## src/rtl/bafp_pkg.sv

```systemverilog
`timescale 1ns / 1ps
`default_nettype none

package bafp_pkg;

    // Structure type codes
    localparam logic [7:0] AD_SHORT_NAME    = 8'h08;
    localparam logic [7:0] AD_COMPLETE_NAME = 8'h09;
    localparam logic [7:0] AD_SERVICE_DATA  = 8'h16;
    localparam logic [7:0] AD_MANUFACTURER  = 8'hFF;

    // 16-bit service UUID bytes, little-endian on air
    localparam logic [7:0] UUID_TEMP_LO     = 8'h6E;
    localparam logic [7:0] UUID_TEMP_HI     = 8'h2A;
    localparam logic [7:0] UUID_BATSVC_LO   = 8'h0F;
    localparam logic [7:0] UUID_BATSVC_HI   = 8'h18;
    localparam logic [7:0] UUID_BATLVL_LO   = 8'h19;
    localparam logic [7:0] UUID_BATLVL_HI   = 8'h2A;

    // Vendor frame codes
    localparam logic [7:0] VF_BATTERY       = 8'hF1;
    localparam logic [7:0] VF_VOLTAGE       = 8'hF2;
    localparam logic [7:0] VF_TEMPERATURE   = 8'h12;

    localparam logic [15:0] VENDOR_ID_RST   = 16'h0757;

    // Type byte plus the next five bytes of a structure
    localparam int SB_DEPTH = 6;

    typedef struct packed {
        logic [15:0] temperature_raw;
        logic        temperature_found;
        logic [7:0]  battery_level;
        logic        battery_found;
        logic [15:0] voltage_raw;
        logic        voltage_found;
        logic [4:0]  name_start;
        logic [4:0]  name_length;
        logic        name_found;
        logic        vendor_match;
        logic        sensor_like;
        logic        too_long;
    } t_result;

    typedef struct packed {
        logic        en;
        logic [7:0]  data;
        logic        last;
    } t_byte_xfer;

endpackage

`default_nettype wire

```

## src/rtl/bafp_in_stage.sv

```systemverilog
`timescale 1ns / 1ps
`default_nettype none

module bafp_in_stage (
    input  wire                    i_clk,
    input  wire                    i_rst_n,
    input  wire                    i_valid,
    output logic                   o_ready,
    input  wire  [7:0]             i_adv_byte,
    input  wire                    i_last_byte,
    input  wire                    i_advance,
    output bafp_pkg::t_byte_xfer   o_xfer
);
    import bafp_pkg::*;

    logic       r_valid;
    logic [7:0] r_data;
    logic       r_last;

    // Take a new byte when the stage is empty or drains this cycle
    assign o_ready = !r_valid || i_advance;

    always_ff @(posedge i_clk) begin
        if (!i_rst_n) begin
            r_valid <= 1'b0;
        end else if (o_ready) begin
            r_valid <= i_valid;
        end
    end

    always_ff @(posedge i_clk) begin
        if (i_valid && o_ready) begin
            r_data <= i_adv_byte;
            r_last <= i_last_byte;
        end
    end

    assign o_xfer.en   = r_valid;
    assign o_xfer.data = r_data;
    assign o_xfer.last = r_last;

endmodule

`default_nettype wire

```

## src/rtl/bafp_walker.sv

```systemverilog
`timescale 1ns / 1ps
`default_nettype none

module bafp_walker #(
    parameter int MAX_PAYLOAD = 31
) (
    input  wire                    i_clk,
    input  wire                    i_rst_n,
    input  wire                    i_step,
    input  wire  bafp_pkg::t_byte_xfer i_xfer,
    input  wire  [15:0]            i_vendor_id,
    output bafp_pkg::t_result      o_result
);
    import bafp_pkg::*;

    localparam int OFS_W = $clog2(MAX_PAYLOAD + 1);
    localparam int SUM_W = OFS_W + 1;
    localparam logic [OFS_W-1:0] MAX_OFS = OFS_W'(MAX_PAYLOAD);

    // Payload walk state
    logic [OFS_W-1:0] r_offset, n_offset, u_offset;
    logic [OFS_W-1:0] r_start,  n_start,  u_start;
    logic [7:0]       r_len,    n_len,    u_len;
    logic [7:0]       r_sb [SB_DEPTH];
    logic [7:0]       n_sb [SB_DEPTH];
    logic [7:0]       u_sb [SB_DEPTH];
    logic             r_stopped, n_stopped, u_stopped;
    // Findings: flag plus value
    logic [16:0]      r_temp, n_temp, u_temp;
    logic [8:0]       r_batt, n_batt, u_batt;
    logic [16:0]      r_volt, n_volt, u_volt;
    logic [10:0]      r_name, n_name, u_name;
    logic [15:0]      r_manuf, n_manuf, u_manuf;
    logic             r_mseen, n_mseen, u_mseen;

    logic [OFS_W-1:0] w_rel;
    logic [2:0]       w_idx;
    logic [7:0]       w_cur_len;
    logic [SUM_W-1:0] w_name_pos;
    logic [7:0]       w_len_m1;
    logic             w_vm;

    assign w_rel      = r_offset - r_start;
    assign w_idx      = w_rel[2:0] - 3'd1;
    assign w_cur_len  = (w_rel == '0) ? i_xfer.data : r_len;
    assign w_name_pos = SUM_W'(r_start) + SUM_W'(2);
    assign w_len_m1   = w_cur_len - 8'd1;

    // Advance the walk by one byte and close a structure on its final byte; stop once the offset reaches MAX_PAYLOAD
    always_comb begin
        u_offset  = r_offset;
        u_start   = r_start;
        u_len     = r_len;
        u_sb      = r_sb;
        u_stopped = r_stopped;
        u_temp    = r_temp;
        u_batt    = r_batt;
        u_volt    = r_volt;
        u_name    = r_name;
        u_manuf   = r_manuf;
        u_mseen   = r_mseen;
        if (!r_stopped) begin
            if (r_offset >= MAX_OFS) begin
                u_stopped = 1'b1;
            end else begin
                if (w_rel == '0) begin
                    u_len = i_xfer.data;
                    for (int k = 0; k < SB_DEPTH; k++) begin
                        u_sb[k] = 8'h00;
                    end
                end else if (w_rel <= OFS_W'(SB_DEPTH)) begin
                    u_sb[w_idx] = i_xfer.data;
                end
                if (8'(w_rel) == w_cur_len) begin
                    if (w_cur_len > 8'd1 &&
                        (u_sb[0] == AD_SHORT_NAME || u_sb[0] == AD_COMPLETE_NAME)) begin
                        u_name = {1'b1, w_name_pos[4:0], w_len_m1[4:0]};
                    end else if (w_cur_len == 8'd5 && u_sb[0] == AD_SERVICE_DATA &&
                                 u_sb[1] == UUID_TEMP_LO && u_sb[2] == UUID_TEMP_HI) begin
                        u_temp = {1'b1, u_sb[4], u_sb[3]};
                    end else if (w_cur_len == 8'd4 && u_sb[0] == AD_SERVICE_DATA &&
                                 ((u_sb[1] == UUID_BATSVC_LO && u_sb[2] == UUID_BATSVC_HI) ||
                                  (u_sb[1] == UUID_BATLVL_LO && u_sb[2] == UUID_BATLVL_HI)))
                    begin
                        u_batt = {1'b1, u_sb[3]};
                    end
                    if (w_cur_len >= 8'd3 && u_sb[0] == AD_MANUFACTURER) begin
                        u_manuf = {u_sb[2], u_sb[1]};
                        u_mseen = 1'b1;
                        if ({u_sb[2], u_sb[1]} == i_vendor_id) begin
                            if (w_cur_len == 8'd5 && u_sb[3] == VF_BATTERY) begin
                                u_batt = {1'b1, u_sb[4]};
                            end else if (w_cur_len == 8'd6 && u_sb[3] == VF_VOLTAGE) begin
                                u_volt = {1'b1, u_sb[5], u_sb[4]};
                            end else if (w_cur_len == 8'd6 && u_sb[3] == VF_TEMPERATURE) begin
                                u_temp = {1'b1, u_sb[5], u_sb[4]};
                            end
                        end
                    end
                    u_start = r_offset + OFS_W'(1);
                end
                u_offset = r_offset + OFS_W'(1);
            end
        end
    end

    // Clear everything after the final byte of a payload
    always_comb begin
        n_offset  = u_offset;
        n_start   = u_start;
        n_len     = u_len;
        n_sb      = u_sb;
        n_stopped = u_stopped;
        n_temp    = u_temp;
        n_batt    = u_batt;
        n_volt    = u_volt;
        n_name    = u_name;
        n_manuf   = u_manuf;
        n_mseen   = u_mseen;
        if (i_xfer.last) begin
            n_offset  = '0;
            n_start   = '0;
            n_len     = '0;
            for (int k = 0; k < SB_DEPTH; k++) begin
                n_sb[k] = 8'h00;
            end
            n_stopped = 1'b0;
            n_temp    = '0;
            n_batt    = '0;
            n_volt    = '0;
            n_name    = '0;
            n_manuf   = '0;
            n_mseen   = 1'b0;
        end
    end

    always_ff @(posedge i_clk) begin
        if (!i_rst_n) begin
            r_offset  <= '0;
            r_start   <= '0;
            r_len     <= '0;
            for (int k = 0; k < SB_DEPTH; k++) begin
                r_sb[k] <= 8'h00;
            end
            r_stopped <= 1'b0;
            r_temp    <= '0;
            r_batt    <= '0;
            r_volt    <= '0;
            r_name    <= '0;
            r_manuf   <= '0;
            r_mseen   <= 1'b0;
        end else if (i_step) begin
            r_offset  <= n_offset;
            r_start   <= n_start;
            r_len     <= n_len;
            r_sb      <= n_sb;
            r_stopped <= n_stopped;
            r_temp    <= n_temp;
            r_batt    <= n_batt;
            r_volt    <= n_volt;
            r_name    <= n_name;
            r_manuf   <= n_manuf;
            r_mseen   <= n_mseen;
        end
    end

    // Format the report from the state after this byte
    assign w_vm = u_mseen && (u_manuf == i_vendor_id);

    always_comb begin
        o_result = '0;
        if (u_stopped) begin
            o_result.too_long = 1'b1;
        end else begin
            o_result.temperature_raw   = u_temp[15:0];
            o_result.temperature_found = u_temp[16];
            o_result.battery_level     = u_batt[7:0];
            o_result.battery_found     = u_batt[8];
            o_result.voltage_raw       = u_volt[15:0];
            o_result.voltage_found     = u_volt[16];
            o_result.name_start        = u_name[9:5];
            o_result.name_length       = u_name[4:0];
            o_result.name_found        = u_name[10];
            o_result.vendor_match      = w_vm;
            o_result.sensor_like       = w_vm || (u_temp[16] && u_name[10]);
        end
    end

endmodule

`default_nettype wire

```

## src/rtl/bafp_out_stage.sv

```systemverilog
`timescale 1ns / 1ps
`default_nettype none

module bafp_out_stage (
    input  wire                    i_clk,
    input  wire                    i_rst_n,
    input  wire                    i_load,
    input  wire  bafp_pkg::t_result i_result,
    output logic                   o_valid,
    input  wire                    i_ready,
    output logic                   o_full_stall,
    output bafp_pkg::t_result      o_result
);
    import bafp_pkg::*;

    logic    r_valid;
    t_result r_result;

    // A waiting result blocks only a new result
    assign o_full_stall = r_valid && !i_ready;

    always_ff @(posedge i_clk) begin
        if (!i_rst_n) begin
            r_valid <= 1'b0;
        end else if (i_load) begin
            r_valid <= 1'b1;
        end else if (i_ready) begin
            r_valid <= 1'b0;
        end
    end

    always_ff @(posedge i_clk) begin
        if (i_load) begin
            r_result <= i_result;
        end
    end

    assign o_valid  = r_valid;
    assign o_result = r_result;

endmodule

`default_nettype wire

```

## src/rtl/ble_adv_sensor_field_parser.sv

```systemverilog
// Advertising payload field extractor. Bytes of one advertising payload enter
// one per cycle on the input channel, the final byte marked by i_last_byte; one
// result leaves for each final byte, via the byte register and the output
// register. Outside the stall below the block sustains one byte per clock: the
// byte register feeds combinational structure walking and the result lands in an
// output register, so bytes keep flowing while a result waits. The input stalls
// only when a payload's final byte reaches the walker while the previous result
// has not yet been taken. Payloads longer than MAX_PAYLOAD bytes report too_long
// alone. The vendor company id register may be written between payloads.
`timescale 1ns / 1ps
`default_nettype none

module ble_adv_sensor_field_parser #(
    parameter int MAX_PAYLOAD = 31
) (
    input  wire         i_clk,
    input  wire         i_rst_n,
    input  wire         i_cfg_wr_en,
    input  wire  [15:0] i_cfg_wr_data,
    input  wire         i_valid,
    output logic        o_ready,
    input  wire  [7:0]  i_adv_byte,
    input  wire         i_last_byte,
    output logic        o_valid,
    input  wire         i_ready,
    output logic [15:0] o_temperature_raw,
    output logic        o_temperature_found,
    output logic [7:0]  o_battery_level,
    output logic        o_battery_found,
    output logic [15:0] o_voltage_raw,
    output logic        o_voltage_found,
    output logic [4:0]  o_name_start,
    output logic [4:0]  o_name_length,
    output logic        o_name_found,
    output logic        o_vendor_match,
    output logic        o_sensor_like,
    output logic        o_too_long
);
    import bafp_pkg::*;

    logic [15:0] r_vendor_id;
    t_byte_xfer  w_xfer;
    t_result     w_next_result;
    t_result     w_result;
    logic        w_full_stall;
    logic        w_advance;

    // Hold the vendor company id
    always_ff @(posedge i_clk) begin
        if (!i_rst_n) begin
            r_vendor_id <= VENDOR_ID_RST;
        end else if (i_cfg_wr_en) begin
            r_vendor_id <= i_cfg_wr_data;
        end
    end

    // Drain the byte register unless its result has nowhere to go
    assign w_advance = !(w_xfer.last && w_full_stall);

    bafp_in_stage u_in_stage (
        .i_clk       (i_clk),
        .i_rst_n     (i_rst_n),
        .i_valid     (i_valid),
        .o_ready     (o_ready),
        .i_adv_byte  (i_adv_byte),
        .i_last_byte (i_last_byte),
        .i_advance   (w_advance),
        .o_xfer      (w_xfer)
    );

    bafp_walker #(
        .MAX_PAYLOAD (MAX_PAYLOAD)
    ) u_walker (
        .i_clk       (i_clk),
        .i_rst_n     (i_rst_n),
        .i_step      (w_xfer.en && w_advance),
        .i_xfer      (w_xfer),
        .i_vendor_id (r_vendor_id),
        .o_result    (w_next_result)
    );

    bafp_out_stage u_out_stage (
        .i_clk        (i_clk),
        .i_rst_n      (i_rst_n),
        .i_load       (w_xfer.en && w_xfer.last && w_advance),
        .i_result     (w_next_result),
        .o_valid      (o_valid),
        .i_ready      (i_ready),
        .o_full_stall (w_full_stall),
        .o_result     (w_result)
    );

    assign o_temperature_raw   = w_result.temperature_raw;
    assign o_temperature_found = w_result.temperature_found;
    assign o_battery_level     = w_result.battery_level;
    assign o_battery_found     = w_result.battery_found;
    assign o_voltage_raw       = w_result.voltage_raw;
    assign o_voltage_found     = w_result.voltage_found;
    assign o_name_start        = w_result.name_start;
    assign o_name_length       = w_result.name_length;
    assign o_name_found        = w_result.name_found;
    assign o_vendor_match      = w_result.vendor_match;
    assign o_sensor_like       = w_result.sensor_like;
    assign o_too_long          = w_result.too_long;

    // An overlong payload reports nothing else
    a_too_long_alone: assert property (@(posedge i_clk) disable iff (!i_rst_n)
        o_valid && o_too_long |-> !o_temperature_found && !o_battery_found &&
            !o_voltage_found && !o_name_found && !o_vendor_match && !o_sensor_like &&
            o_temperature_raw == 16'h0000 && o_name_start == 5'd0)
        else $error("too_long result carries other fields");

    // Sensor classification follows the reported flags
    a_sensor_like: assert property (@(posedge i_clk) disable iff (!i_rst_n)
        o_valid |-> o_sensor_like == (o_vendor_match || (o_temperature_found && o_name_found)))
        else $error("sensor_like inconsistent with flags");

    // A value not found reads as zero
    a_missing_zero: assert property (@(posedge i_clk) disable iff (!i_rst_n)
        o_valid |-> (o_temperature_found || o_temperature_raw == 16'h0000) &&
            (o_battery_found || o_battery_level == 8'h00) &&
            (o_voltage_found || o_voltage_raw == 16'h0000))
        else $error("value reported without its found flag");

    // A final byte stuck in the byte register means a result is waiting
    a_stall_cause: assert property (@(posedge i_clk) disable iff (!i_rst_n)
        w_xfer.en && !w_advance |-> o_valid && !i_ready)
        else $error("walker stalled without a waiting result");

endmodule

`default_nettype wire
```

## config.mk

```make
export PLATFORM = sky130hd
export DESIGN_NAME = ble_adv_sensor_field_parser
export DESIGN_NICKNAME = d
export VERILOG_FILES = /design/src/rtl/bafp_pkg.sv /design/src/rtl/bafp_in_stage.sv /design/src/rtl/bafp_walker.sv /design/src/rtl/bafp_out_stage.sv /design/src/rtl/ble_adv_sensor_field_parser.sv
export SDC_FILE = /design/constraint.sdc
export NUM_CORES = 1
export LEC_CHECK = 0
export ABC_CLOCK_PERIOD_IN_PS = 4900
export BUFFER_PORTS_ARGS = -buffer_cell sky130_fd_sc_hd__buf_2
export CAP_MARGIN = 25
export CORE_MARGIN = 2
export CORE_UTILIZATION = 40
export CTS_CLUSTER_SIZE = 28
export DETAILED_ROUTE_END_ITERATION = 8
export SLEW_MARGIN = 20
export SYNTH_ARGS = -nofsm -noshare
export SYNTH_HDL_FRONTEND = slang
export SYNTH_SLANG_ARGS = --single-unit
```

## constraint.sdc

```tcl
create_clock -name i_clk -period 4.9 [get_ports i_clk]
set_input_delay 0.245 -clock i_clk [delete_from_list [all_inputs] [get_ports i_clk]]
set_output_delay 0.245 -clock i_clk [all_outputs]
set_load 0.05 [all_outputs]
```

======== Word-level counts from Yosys, hierarchy flattened ========
Index checks and enable logic that the tools add are counted.
cells by class
  bitwise operators ....................... 1
  $add $sub $neg .......................... 5
  multiplexer cells ....................... 71
  eq/ne operators ......................... 20
  $lt $le $gt $ge ......................... 6
  reductions and logical operators ........ 33
operators by type and width
  operator               count
  $mux W48               7
  $mux W17               19
  $mux W9                10
  $mux W16               5
  $mux W11               5
  $bwmux W48             1
  $mux W8                5
  $mux W5                7
  $eq A16 B16 Y1         2
  $eq A8 B5 Y1 const B   4
  $demux W8 S3           1
  $eq A8 B3 Y1 const B   3
  $eq A8 B4 Y1 const B   3
  $eq A8 B8 Y1 const B   3
  $logic_and A1 B1 Y1    21
  $mux W1                11
  $eq A5 B8 Y1           1
  $eq A8 B6 Y1 const B   1
  $eq A8 B7 Y1 const B   1
  $ge A8 B2 Y1 const B   1
  $gt A8 B1 Y1 const B   1
  $add A5 B1 Y5 const B  1
  $add A5 B2 Y5 const B  1
  $ge A5 B5 Y1 const B   1
  14 further kinds       21
word-level totals
  flip-flop bits (word level) ............. 222
  output and inout bits ................... 59
  bits of input ports ..................... 30
  word-level logic and storage cells ...... 169

======== Depth between registers and ports, before layout ========
Gate-level depths: netlist of the first run.
  word-level depth ........................ 28
  mapped depth ............................ 23
  depth with buffers taken out ............ 18

======== Modules after synthesis ========
Synthesis of the first run repeated with hierarchy kept, for this count alone.
second synthesis, totals
  cells, all modules ...................... 1207
  area total of the unflattened synthesis .. 11170.7 um2
by module, submodules not included
  module                       cells an instance  area an instance (um2)  sequential area each (um2)  times used
  bafp_walker                  1076               8461.9                  2762.6                      1
  bafp_out_stage               60                 1752.9                  1731.7                      1
  ble_adv_sensor_field_parser  55                 613.1                   320.3                       1
  bafp_in_stage                16                 342.8                   290.3                       1

======== Worst setup path after synthesis of the first run ========
OpenSTA, ideal clock, no wires.
  path kind ............................... reg2reg
  start point ............................. register u_walker.r_offset[0]
  end point ............................... register u_out_stage.r_result (netlist bit u_out_stage.o_result[23]), data pin
  arrival ................................. 4.880 ns
  clock period less this slack ............ 5.146 ns
  setup time .............................. 0.266 ns
  stages on the path, launching flop included .. 24
  data required time ...................... 4.634 ns
  buffers on the path ..................... 5
  setup slack ............................. -0.246 ns
  path through ............................ dfxtp_1 -> inv_1 -> ha_1 -> fa_1 -> nand2b_1 -> a21oi_2 -> xor2_1 -> buf_2 -> buf_1 -> nand3_1 -> and2_1 -> inv_1 -> ha_1 -> nor2_1 -> nor2_1 -> o2111ai_1 -> or4_1 -> or4b_1 -> buf_2 -> or3_1 -> buf_6 -> buf_6 -> mux2i_1 -> nor2_1
between the ends
  cells in the longest elaborated chain, start to end .. 21
  elaborated cells between the ends (all ways) .. 37
  classes of those cells .................. 2 x add/sub; 5 x order compare; 7 x eq/ne; 17 x mux; 1 x bitwise; 5 x reduce/logical
RTL lines
  what                                                                       RTL line              RTL
  from (decl)                                                                bafp_walker.sv:21     logic [OFS_W-1:0] r_offset, n_offset, u_offset;
  from (signal assigned)                                                     bafp_walker.sv:153    r_offset <= n_offset;
  $sub A5 B5 Y5                                                              bafp_walker.sv:43     assign w_rel = r_offset - r_start;
  $sub A3 B1 Y3                                                              bafp_walker.sv:44     assign w_idx = w_rel[2:0] - 3'd1;
  $not A3 Y4 (implied by the code)                                           bafp_walker.sv:72     u_sb[w_idx] = i_xfer.data;
  $ge A4 B4 Y1 (implied by the code) / $lt A4 B1 Y1 (equally long branches)  bafp_walker.sv:72
  $logic_and A1 B1 Y1 (implied by the code)                                  bafp_walker.sv:72
  $mux W8 (implied by the code)                                              bafp_walker.sv:72
  $demux W8 S3                                                               bafp_walker.sv:72
  $bwmux W48                                                                 bafp_walker.sv:72
  [5 not listed]                                                             --
  $logic_and A1 B1 Y1                                                        bafp_walker.sv:93     end else if (w_cur_len == 8'd6 && u_sb[3] == VF_VOLTAGE) begin
  $mux W17                                                                   bafp_walker.sv:93
  $mux W17                                                                   bafp_walker.sv:91     if (w_cur_len == 8'd5 && u_sb[3] == VF_BATTERY) begin
  $mux W17                                                                   bafp_walker.sv:90     if ({u_sb[2], u_sb[1]} == i_vendor_id) begin
  $mux W17                                                                   bafp_walker.sv:87     if (w_cur_len >= 8'd3 && u_sb[0] == AD_MANUFACTURER) begin
  $mux W17                                                                   bafp_walker.sv:74     if (8'(w_rel) == w_cur_len) begin
  $mux W17                                                                   bafp_walker.sv:63     if (r_offset >= MAX_OFS) begin
  $mux W17                                                                   bafp_walker.sv:62     if (!r_stopped) begin
  to (signal assigned)                                                       bafp_out_stage.sv:34  r_result <= i_result;
  to (decl)                                                                  bafp_out_stage.sv:17  t_result r_result;
Parallel ways exist; a longest one is shown, timed or not. The select of a mux whose other input is x is not followed.
A chain may end at the register's enable or synchronous reset.

======== Worst setup path in the final report of the first run ========
  start point ............................. register u_walker.r_offset[0]
  end point ............................... register u_walker.r_temp[8]
between the ends
  cells in the longest elaborated chain, start to end .. 27
  elaborated cells between the ends (all ways) .. 52
  classes of those cells .................. 2 x add/sub; 6 x order compare; 13 x eq/ne; 19 x mux; 1 x bitwise; 11 x reduce/logical
RTL lines
  what                                                                       RTL line            RTL
  $sub A5 B5 Y5                                                              bafp_walker.sv:43
  $sub A3 B1 Y3                                                              bafp_walker.sv:44
  $not A3 Y4 (implied by the code)                                           bafp_walker.sv:72
  $ge A4 B4 Y1 (implied by the code) / $lt A4 B1 Y1 (equally long branches)  bafp_walker.sv:72
  $logic_and A1 B1 Y1 (implied by the code)                                  bafp_walker.sv:72
  $mux W8 (implied by the code)                                              bafp_walker.sv:72
  $demux W8 S3                                                               bafp_walker.sv:72
  $bwmux W48                                                                 bafp_walker.sv:72
  [11 not listed]                                                            --
  $mux W17                                                                   bafp_walker.sv:93
  $mux W17                                                                   bafp_walker.sv:91
  $mux W17                                                                   bafp_walker.sv:90
  $mux W17                                                                   bafp_walker.sv:87
  $mux W17                                                                   bafp_walker.sv:74
  $mux W17 *                                                                 bafp_walker.sv:63
  $mux W17 *                                                                 bafp_walker.sv:62
  $mux W17 *                                                                 bafp_walker.sv:120  if (i_xfer.last) begin
  to (signal assigned)                                                       bafp_walker.sv:158  r_temp <= n_temp;
  to (decl)                                                                  bafp_walker.sv:29   logic [16:0] r_temp, n_temp, u_temp;
Mark *: on every way between the ends. The rest lies on a longest branch, timed or not. The select of a mux whose other input is x is not followed.

==> reports/qor.csv, run 1 <==
metric;value;unit
status;complete, no violations;
fin_cells;1820;
combinationalPowerShare;0.089;
synth_fp_nets;1280;
start_kind;register;
clock-sinks;222;
gp_congestion;0.936;
core;0.0287;mm^2
final_cell_mix;155 x dfxtp_1, 121 x nor2_1, 117 x buf_4, 97 x nor2b_1, 92 x a22oi_1;
syn_to_final_growth;25.9;%
die_height;175;um
power_density;290;mW/mm^2
synth-edff-count;66;
yosys_most_used_dff;dfxtp_1;
firstDrtPassIters;5;
synth_top_cell_area_share;0.268;
place_inst;1736;
yosys.area.top_type;dfxtp_1;
rsz0062_at_grt;true;
clock_path_buffers;3;
die-area;0.0305;mm^2
crit_chain;inv_1, ha_2, fa_2, inv_2, ha_4, nor2b_2, buf_4, a22o_1, nand3_1, buf_4, a32o_1, buf_4, or4b_2, nor4_1, buf_4, nand3_1, o41a_1, o211ai_1, o21ai_0;
drive_gt1_frac;0.236;
worstPathMaxFanout;7;
initial_core_util;0.406;
crit_path_end_kind;register;
synth_area_leaders;dfxtp_1 27%, edfxtp_1 17%, a22oi_1 5.9%, mux2i_1 5.9%, nor2b_1 5.3%;
tightestPinTransition;873;ps
drtIter0Drc;869;
utilization;0.511;
arrival;5140;ps
max-vdd-ir-drop;0.000220;V
fmax;212;MHz
syn_area;0.0116;mm^2
grt_pass1_vias;9674;
ys_seq_area_frac;0.438;
tritoncts;yes;
synth.distinct_cells;88;
period_share;0.964;
drv_slew;0;
clk_latency;550;ps
path_clk_slew;60;ps
p_leak;0.00585;uW
placement.io_buffers;88;
n_antenna_cell;0;
postPlaceCellArea;0.0131;mm^2
core.rowCount;62;
total_power;4250;uW
seq_power_share;0.458;
fin_crit;4720;ps
vias;10476;
cts_buffers;25;
wl_per_cell;20.6;um
ys_ff_latch;222;
finClkSkew;10.7;ps
fin_area;0.0147;mm^2
gr-total-overflow;0;
h-tree-depth;1;
route.detailed.drc;0;
intPower;3190;uW
syn_area_per_cell;9.44;um^2
async_flop_share;0;
drv_cap;0;
num-nets-final;1463;
setup_viol;0;
crit_path_max_incr_delay;630;ps
slowest_stage;fa_2;
post_synth_inst_count;1234;
wl;37600;um
grt_pass1_wl;57200;um
final_common_cell;dfxtp_1;
drtAntennaViolNets;0;
relSlewSlack;0.418;
hold_viol;0;
required;5320;ps
worst-setup-path-type;register to register;
grt_max_degree;59;
clkPwrFrac;0.453;
switching_share;0.249;
yosysWarnings;0;
viasPerCell;5.76;
p_sw;1060;uW
hp-class;input pin to register;
cpMostUsedCell;buf_4;
dieWidth;175;um
cts-root-buf;clkbuf_16;
grtUsageTotal;0.239;
antenna_found_initial;1;
setup_tns;0;ps
nFillCells;2737;
hpwl;26900;um
io_pins;89;
registers in the layout, summed over array words and instances, names as in the netlist, 5 cells and up:
register              flops
r_vendor_id              16
u_in_stage.r_data         8
u_out_stage.o_result     57
u_walker.r_batt           9
u_walker.r_len            8
u_walker.r_manuf         16
u_walker.r_name          11
u_walker.r_offset         5
u_walker.r_sb            48
u_walker.r_start          5
u_walker.r_temp          17
u_walker.r_volt          17
layer usage:
layer | global-route usage | part of all wire
met1 | 0.340 | 0.46
met2 | 0.373 | 0.44
met3 | 0.0311 | 0.061
met4 | 0.0889 | 0.039
met5 | 0 | 0.00035
synthesized netlist by cell type, drive strengths merged (9+ instances only):
cell,instances
dfxtp,156
nor2,127
nor2b,99
a22oi,92
mux2i,70
edfxtp,66
clkbuf,64
nand2,61
o21ai,43
a21oi,42
inv,34
nand3,30
nand4,22
buf,20
a22o,18
xnor2,18
nor3,16
nor4,16
ha,15
o22ai,15
and2,14
o211ai,13
xor2,12
or3,10
o31ai,9
critical path, delay by kind of cell, from the launching register on:
| family | cells | cell delay [ps] |
|---|---|---|
| simple gates | 5 | 1420 |
| compound gates | 5 | 840 |
| buf+inv | 6 | 950 |
| fa+ha+maj | 3 | 1060 |
| flops | 1 | 320 |
power by group through the flow:
stage	clock (uW)	combinational, uW	sequential [uW]
final	1930	379	1950
after floorplan	0	197	1990
after global routing	2050	405	1950
after global placement	0	339	1980
after detailed placement	0	340	1980
after CTS	1960	358	1940
metrics by stage:
| stage | hold WS (ps) | worst slack, ps |
|---|---|---|
| after floorplan | 344 | 20.7 |
| after CTS | 51.7 | 1.12 |
| after global placement | 421 | -26.9 |
| after detailed placement | 423 | -90.2 |
| final | 63.9 | 177 |
| after global routing | 71.1 | -9.88 |
kinds of logic (layout without fill, tap and decap cells):
kind of cell | Yosys count | in the layout | synth area share
adders and majority gates | 16 | 16 | 0.0178
muxes | 76 | 76 | 0.0663
and+or+nand+nor | 445 | 445 | 0.205
buffers and inverters | 119 | 321 | 0.0433
AOI/OAI and AO/OA | 326 | 326 | 0.204
xor gates and xnor gates | 30 | 30 | 0.0251
DFF | 222 | 222 | 0.438
worst paths after layout:
kind                                     start                              end  slack [ps]  depth (start not counted)
max          u_walker.r_offset[0]$_SDFFE_PN0P_  u_walker.r_temp[8]$_SDFFE_PN0P_         180                         19
max reg2reg  u_walker.r_offset[0]$_SDFFE_PN0P_  u_walker.r_temp[8]$_SDFFE_PN0P_         180                         19
min                                    i_ready  u_in_stage.r_valid$_SDFFE_PN0N_          60                          4
min reg2reg    u_walker.r_batt[8]$_SDFFE_PN0P_  u_walker.r_batt[8]$_SDFFE_PN0P_         450                          2
what timing repair did:
action	CTS	global route
gates resized for setup	9	53
hold buffers	26	0
hold endpoints to repair	26	0
setup buffers	0	10
setup endpoints to repair	77	103
cloned	0	2
pin swaps	3	19
layout make-up:
type	count	area, um^2	area share
multi-input cells	893	6360	0.434
flip-flops and latches	222	5110	0.348
repair buffers	240	1730	0.118
clock buffers	35	724	0.0494
well taps	384	480	0.0328
inverters	35	131	0.00896
clock inverters	11	129	0.00879
No activity file was read; power rests on OpenSTA's default activity.
==> run 2: changes to the inputs <==
--- a/config.mk
+++ b/config.mk
@@ -5,7 +5,7 @@
 export SDC_FILE = /design/constraint.sdc
 export NUM_CORES = 1
 export LEC_CHECK = 0
-export ABC_CLOCK_PERIOD_IN_PS = 4900
+export ABC_CLOCK_PERIOD_IN_PS = 5700
 export BUFFER_PORTS_ARGS = -buffer_cell sky130_fd_sc_hd__buf_2
 export CAP_MARGIN = 25
 export CORE_MARGIN = 2
==> constraint.sdc (replaced) <==
create_clock -name i_clk -period 5.7 [get_ports i_clk]
set_input_delay 0.285 -clock i_clk [delete_from_list [all_inputs] [get_ports i_clk]]
set_output_delay 0.285 -clock i_clk [all_outputs]
set_load 0.05 [all_outputs]
==> run 2 against run 1 <==
- first-iteration DRC count increased by 26%
- critical path depth decreased by 4
- total power decreased by 16%
- sequential share of layout area increased by 2.8 points
- critical endpoint is now u_out_stage.o_result[1]$_SDFFCE_PN0P_
- final area decreased by 7.4%
- sequential power decreased by 14%
- register-to-register slack improved by 99 ps
- global-route usage decreased by 1.1 points
- core utilization decreased by 3.8 points
- die area unchanged
- routed wire length decreased by 5.8%
- hold slack got worse by 56 ps
==> reports/qor.csv, run 2 (synthesis results as in run 1) <==
metric;value;unit;change
period_share;0.951;;-0.0124
io_pins;89;;unchanged
worstPathMaxFanout;9;;+2
reg2reg_from;u_walker.r_offset[0]$_SDFFE_PN0P_;;
num-nets-final;1372;;-6.2%
setup_viol;0;;unchanged
tightestPinTransition;962;ps;+89.4 ps
place_inst;1663;;-4.2%
cts-root-buf;clkbuf_16;;
clock-sinks;222;;unchanged
hp-class;input pin to register;;
hold_viol;0;;unchanged
hold_slack;7.37;ps;-56.5 ps
wl;35400;um;-5.8%
p_leak;0.00529;uW;-9.6%
hpwl;24800;um;-7.5%
fin_cells;1729;;-5.0%
crit_path_end_kind;register;;
core.rowCount;62;;unchanged
fin_area;0.0136;mm^2;-7.4%
drv_cap;0;;unchanged
max-vdd-ir-drop;0.000194;V;-12%
start_kind;register;;
wl_per_cell;20.5;um;-0.80%
fin_crit;5420;ps;+701 ps
placement.io_buffers;88;;unchanged
core;0.0287;mm^2;unchanged
grt_max_degree;99;;+68%
initial_core_util;0.406;;unchanged
vias;10019;;-4.4%
utilization;0.473;;-0.0377
finClkSkew;24.6;ps;+13.9 ps
drtAntennaViolNets;0;;unchanged
path_clk_slew;60;ps;about the same
postPlaceCellArea;0.0125;mm^2;-4.5%
worst-setup-path-type;register to register;;
status;complete, no violations;;
final_cell_mix;156 x dfxtp_1, 123 x nor2_1, 99 x nor2b_1, 92 x a22oi_1, 88 x buf_2;;
total_power;3570;uW;-16%
gr-total-overflow;0;;unchanged
route.detailed.drc;0;;unchanged
final_common_cell;dfxtp_1;;
fmax;184;MHz;-13%
h-tree-depth;1;;unchanged
cts_buffers;25;;unchanged
relSlewSlack;0.355;;-0.0628
syn_to_final_growth;16.6;%;
die-area;0.0305;mm^2;unchanged
nFillCells;2837;;+3.7%
drv_slew;0;;unchanged
grt_pass1_vias;9371;;-3.1%
gp_congestion;0.965;;+3.1%
worstSetupStartpoint;u_walker.r_offset[0]$_SDFFE_PN0P_;;
antenna_found_initial;0;;-1
required;6080;ps;+760 ps
post-cts-setup-buffer-count;0;;unchanged
hp-start;i_cfg_wr_data[12];;
viasPerCell;5.79;;+0.67%
clock_path_buffers;3;;unchanged
n_antenna_cell;0;;unchanged
drive_gt1_frac;0.156;;-0.0799
firstDrtPassIters;9;;+4
arrival;5800;ps;+660 ps
largest_reg_flops;57;;unchanged
drtIter0Drc;1091;;+26%
die_height;175;um;unchanged
power_density;263;mW/mm^2;-9.3%
grt_pass1_wl;55400;um;-3.3%
tritoncts;yes;;
dieWidth;175;um;unchanged
grtUsageTotal;0.228;;-0.0114
clk_latency;540;ps;about the same
## run 2: changes by cell type in the layout (fill, tap and decap cells not counted), sizes merged
cell	change
buf	-83
clkinvlp	-1
clkbuf	-3
clkinv	+1
inv	+1
dlygate4sd3	-6
## run 2: where the power goes
| part | switching (uW) | internal, uW | leakage (uW) |
|---|---|---|---|
| logic | 195 | 94.3 | 0.00295 |
| clock network | 661 | 950 | 0.000403 |
| registers | 28.6 | 1640 | 0.00193 |
| total | 885 | 2690 | 0.00529 |
## run 2: critical path, cell delays in order, from the launching register on
cell and delay (ps):
dfxtp_1 360, inv_1 80, ha_1 200, fa_1 590
ha_1 270, o21ai_1 130, mux2i_2 310, nand2_1 250
nor3_4 320, mux2i_2 440, o2111ai_1 200, or4_1 600
or4_1 680, a21oi_4 340, o21ai_0 320, o21ai_0 170
## run 2: cell type report
cell class | count | area (um^2) | area share
clock buffer | 34 | 699 | 0.0515
multi-input combinational | 893 | 6090 | 0.449
sequential | 222 | 5100 | 0.376
tap | 384 | 480 | 0.0354
clock inverter | 12 | 118 | 0.00866
inverter | 35 | 131 | 0.00968
timing repair buffer | 149 | 948 | 0.0699
## run 2: path summary, 6_finish.rpt
kind	cells after the start	slack, ps	endpoint
setup / recovery	15	280	u_out_stage.o_result[1]$_SDFFCE_PN0P_
hold reg to reg	2	440	u_walker.r_batt[8]$_SDFFE_PN0P_
setup reg to reg	15	280	u_out_stage.o_result[1]$_SDFFCE_PN0P_
hold / removal	3	7	r_vendor_id[12]$_SDFFE_PN0P_
## run 2: timing repair
action | CTS | global route
endpoints found under the hold margin | 20 | 0
hold buffers | 20 | 0
endpoints found under the setup margin | 0 | 55
resized for setup | 0 | 4
## run 2: metrics by stage
| step | worst slack, ps | TNS [ps] |
|---|---|---|
| after CTS | 63.3 | 0 |
| after floorplan | 554 | 0 |
| after detailed placement | 84.5 | 0 |
| after global placement | 87.6 | 0 |
| after global routing | -8.59 | -8.59 |
| final | 277 | 0 |
## run 2: metal layers
| metal | vias to the layer above | share of wire | track usage |
|---|---|---|---|
| li1 | 4759 | - | - |
| met1 | 4840 | 0.46 | 0.326 |
| met2 | 363 | 0.45 | 0.360 |
| met3 | 57 | 0.068 | 0.0372 |
| met4 | 0 | 0.018 | 0.0576 |
| met5 | - | 0 | 0 |
==> run 3: changes to the inputs <==
--- a/config.mk
+++ b/config.mk
@@ -5,6 +5,7 @@
 export SDC_FILE = /design/constraint.sdc
 export NUM_CORES = 1
 export LEC_CHECK = 0
+export ABC_AREA = 1
 export ABC_CLOCK_PERIOD_IN_PS = 5700
 export BUFFER_PORTS_ARGS = -buffer_cell sky130_fd_sc_hd__buf_2
 export CAP_MARGIN = 25
==> run 3 against run 2 <==
- via count grew 25%
- highest routed layer unchanged
- first-iteration DRC count grew 9.9%
- core utilization shrank 1.1 points
- sequential share of layout area shrank 2.8 points
- setup slack gained 450 ps
- hold slack gained 15 ps
- largest power group is now clock
- clock-buffer cell count shrank 1
==> reports/qor.csv, run 3 <==
metric;value;unit;change
yosysMostFrequentCell;nand2_1;;
n_antenna_cell;0;;unchanged
post_synth_inst_count;1884;;+53%
worst-setup-path-type;register to register;;
worstPathMaxFanout;17;;+8
hold_slack;22.2;ps;+14.8 ps
regToRegSetupSlack;730;ps;+450 ps
yosysWarnings;0;;unchanged
timing.rr.end;u_out_stage.o_result[25]$_SDFFCE_PN0P_;;
syn_area_per_cell;6.89;um^2;-27%
drive_gt1_frac;0.135;;-0.0211
vias;12559;;+25%
max-vdd-ir-drop;0.000201;V;+3.6%
crit_path_end_kind;register;;
firstDrtPassIters;6;;-3
hold_viol;0;;unchanged
clock-sinks;222;;unchanged
syn_to_final_growth;13.0;%;
finClkSkew;14.3;ps;-10.2 ps
cts-resized-gates;0;;unchanged
start_kind;register;;
path_clk_slew;60;ps;about the same
clk_latency;540;ps;about the same
hpwl;27400;um;+10%
period_share;0.872;;-0.0790
synth-edff-count;66;;unchanged
io_pins;89;;unchanged
required;5970;ps;-110 ps
setup_tns;0;ps;unchanged
worstSetupStartpoint;u_walker.r_offset[0]$_SDFFE_PN0P_;;
final_common_cell;nand2_1;;
ff2ff_path_depth;22;;+7
hold_buffers;15;;-25%
relSlewSlack;0.376;;+0.0201
timing.critical_path.to;u_out_stage.o_result[25]$_SDFFCE_PN0P_;;
power_density;307;mW/mm^2;+17%
fmax;201;MHz;+9.1%
setup_viol;0;;unchanged
yosys_most_used_dff;dfxtp_1;;
wl;39600;um;+12%
core;0.0317;mm^2;+11%
core.rowCount;65;;+4.8%
post-cts-setup-buffer-count;0;;unchanged
grt_pass1_wl;63800;um;+15%
arrival;5240;ps;-560 ps
synth.distinct_cells;49;;-44%
die_height;184;um;+5.4%
cts-root-buf;clkbuf_16;;
reg2reg_from;u_walker.r_offset[0]$_SDFFE_PN0P_;;
rsz0062_at_grt;false;;
status;complete, no violations;;
grtUsageTotal;0.237;;+0.00845
placement.io_buffers;88;;unchanged
syn_area;0.0130;mm^2;+11%
synth_area_leaders;dfxtp_1 24%, nand2_1 17%, edfxtp_1 15%, a21oi_1 6.7%, nand3_1 6.5%;;
die-area;0.0339;mm^2;+11%
num-nets-final;1989;;+45%
async_flop_share;0;;unchanged
drv_slew;0;;unchanged
drtIter0Drc;1199;;+9.9%
largest_reg_flops;57;;unchanged
wl_per_cell;16.7;um;-18%
clock_path_buffers;3;;unchanged
gp_congestion;0.902;;-6.5%
viasPerCell;5.31;;-8.4%
cts_buffers;26;;+4.0%
ys_ff_latch;222;;unchanged
synth_commonest_cells;601 x nand2_1, 173 x a21oi_1, 173 x inv_1, 169 x nand3_1, 158 x nor2_1;;
hp-class;input pin to register;;
dieWidth;184;um;+5.4%
total_power;4500;uW;+26%
h-tree-depth;1;;unchanged
grt_pass1_vias;11691;;+25%
p_leak;0.00634;uW;+20%
initial_core_util;0.409;;+0.00336
tightestPinTransition;933;ps;-28.9 ps
synth_fp_nets;1930;;+51%
tritoncts;yes;;
final_cell_mix;600 x nand2_1, 173 x a21oi_1, 170 x inv_1, 169 x nand3_1, 156 x dfxtp_1;;
synth_top_cell_area_share;0.241;;-0.0275
gr-total-overflow;0;;unchanged
yosys.area.top_type;dfxtp_1;;
antenna_found_initial;0;;unchanged
ys_seq_area_frac;0.393;;-0.0449
drv_cap;0;;unchanged
grt_max_degree;62;;-37%
drtAntennaViolNets;0;;unchanged
route.detailed.drc;0;;unchanged
fin_crit;4970;ps;-451 ps
==> run 3: stage by stage <==
stage	cell area, um^2	instances	util	worst slack, ps
detailed placement	13600	2302	0.429	751
global placement	13600	2302	0.429	838
floorplan	13000	1884	-	1820
CTS	14700	2365	0.462	728
global route	14700	2365	0.462	176
finish	14700	2365	0.462	727
==> run 3: critical path, stage by stage (launching register included) <==
cell     delay (ps)
dfxtp_1         370
inv_1            90
ha_1            210
fa_1            590
inv_1            90
ha_1            350
inv_1           240
nand4_2         360
nand2_1         150
o21ai_1          70
nand2_1         130
nand3_2         160
nand2_1         100
nand2_1          70
inv_1            50
nand2_1          50
nor2_1          120
nand2_1         140
nor2_4          370
nand2_1         420
buf_4           330
o21ai_0         180
nor2_1           50
==> run 3: worst min path at each step <==
stage	startpoint	end	slack (ps)	cells past startpoint
final	i_cfg_wr_data[4]	r_vendor_id[4]$_SDFFE_PN1P_	20	3
after global routing	i_cfg_wr_data[4]	r_vendor_id[4]$_SDFFE_PN1P_	30	3
after CTS	i_cfg_wr_data[4]	r_vendor_id[4]$_SDFFE_PN1P_	5	3
after detailed placement	u_walker.r_volt[1]$_SDFFE_PN0P_	u_walker.r_volt[1]$_SDFFE_PN0P_	450	2
after global placement	u_walker.r_volt[8]$_SDFFE_PN0P_	u_walker.r_volt[8]$_SDFFE_PN0P_	450	2
after floorplan	i_adv_byte[0]	u_in_stage.r_data[0]$_DFFE_PP_	380	0
==> run 3: area by class of cell <==
cell class / count / area [um^2]
Clock buffer: 33 / 718
Clock inverter: 15 / 186
Fill cell: 3266 / 17100
Inverter: 181 / 687
Multi-Input combinational cell: 1391 / 6720
Sequential cell: 222 / 5100
Tap cell: 402 / 503
Timing Repair Buffer: 121 / 738
==> run 3: cells by family (layout without fill, tap and decap cells) <==
| group | Yosys count | count (layout) | synth area share |
|---|---|---|---|
| flops | 222 | 222 | 0.393 |
| simple gates | 1081 | 1081 | 0.376 |
| xor+xnor | 6 | 6 | 0.00405 |
| buf+inv | 271 | 350 | 0.0905 |
| fa+ha+maj | 16 | 16 | 0.0160 |
| compound gates | 288 | 288 | 0.120 |
==> run 3: per-layer routing <==
layer  up-vias  part of all wire  track usage
met4         0             0.030       0.0704
met2       378              0.46        0.386
met3        74             0.063       0.0294
met1      5847              0.45        0.328
li1       6260                 -            -
met5         -                 0            0
==> run 3: where the power goes <==
part	switching [uW]	internal, uW	leakage, uW
sequential	23.5	1650	0.00197
combinational	797	252	0.00394
clock	704	1070	0.000432
total	1520	2970	0.00634
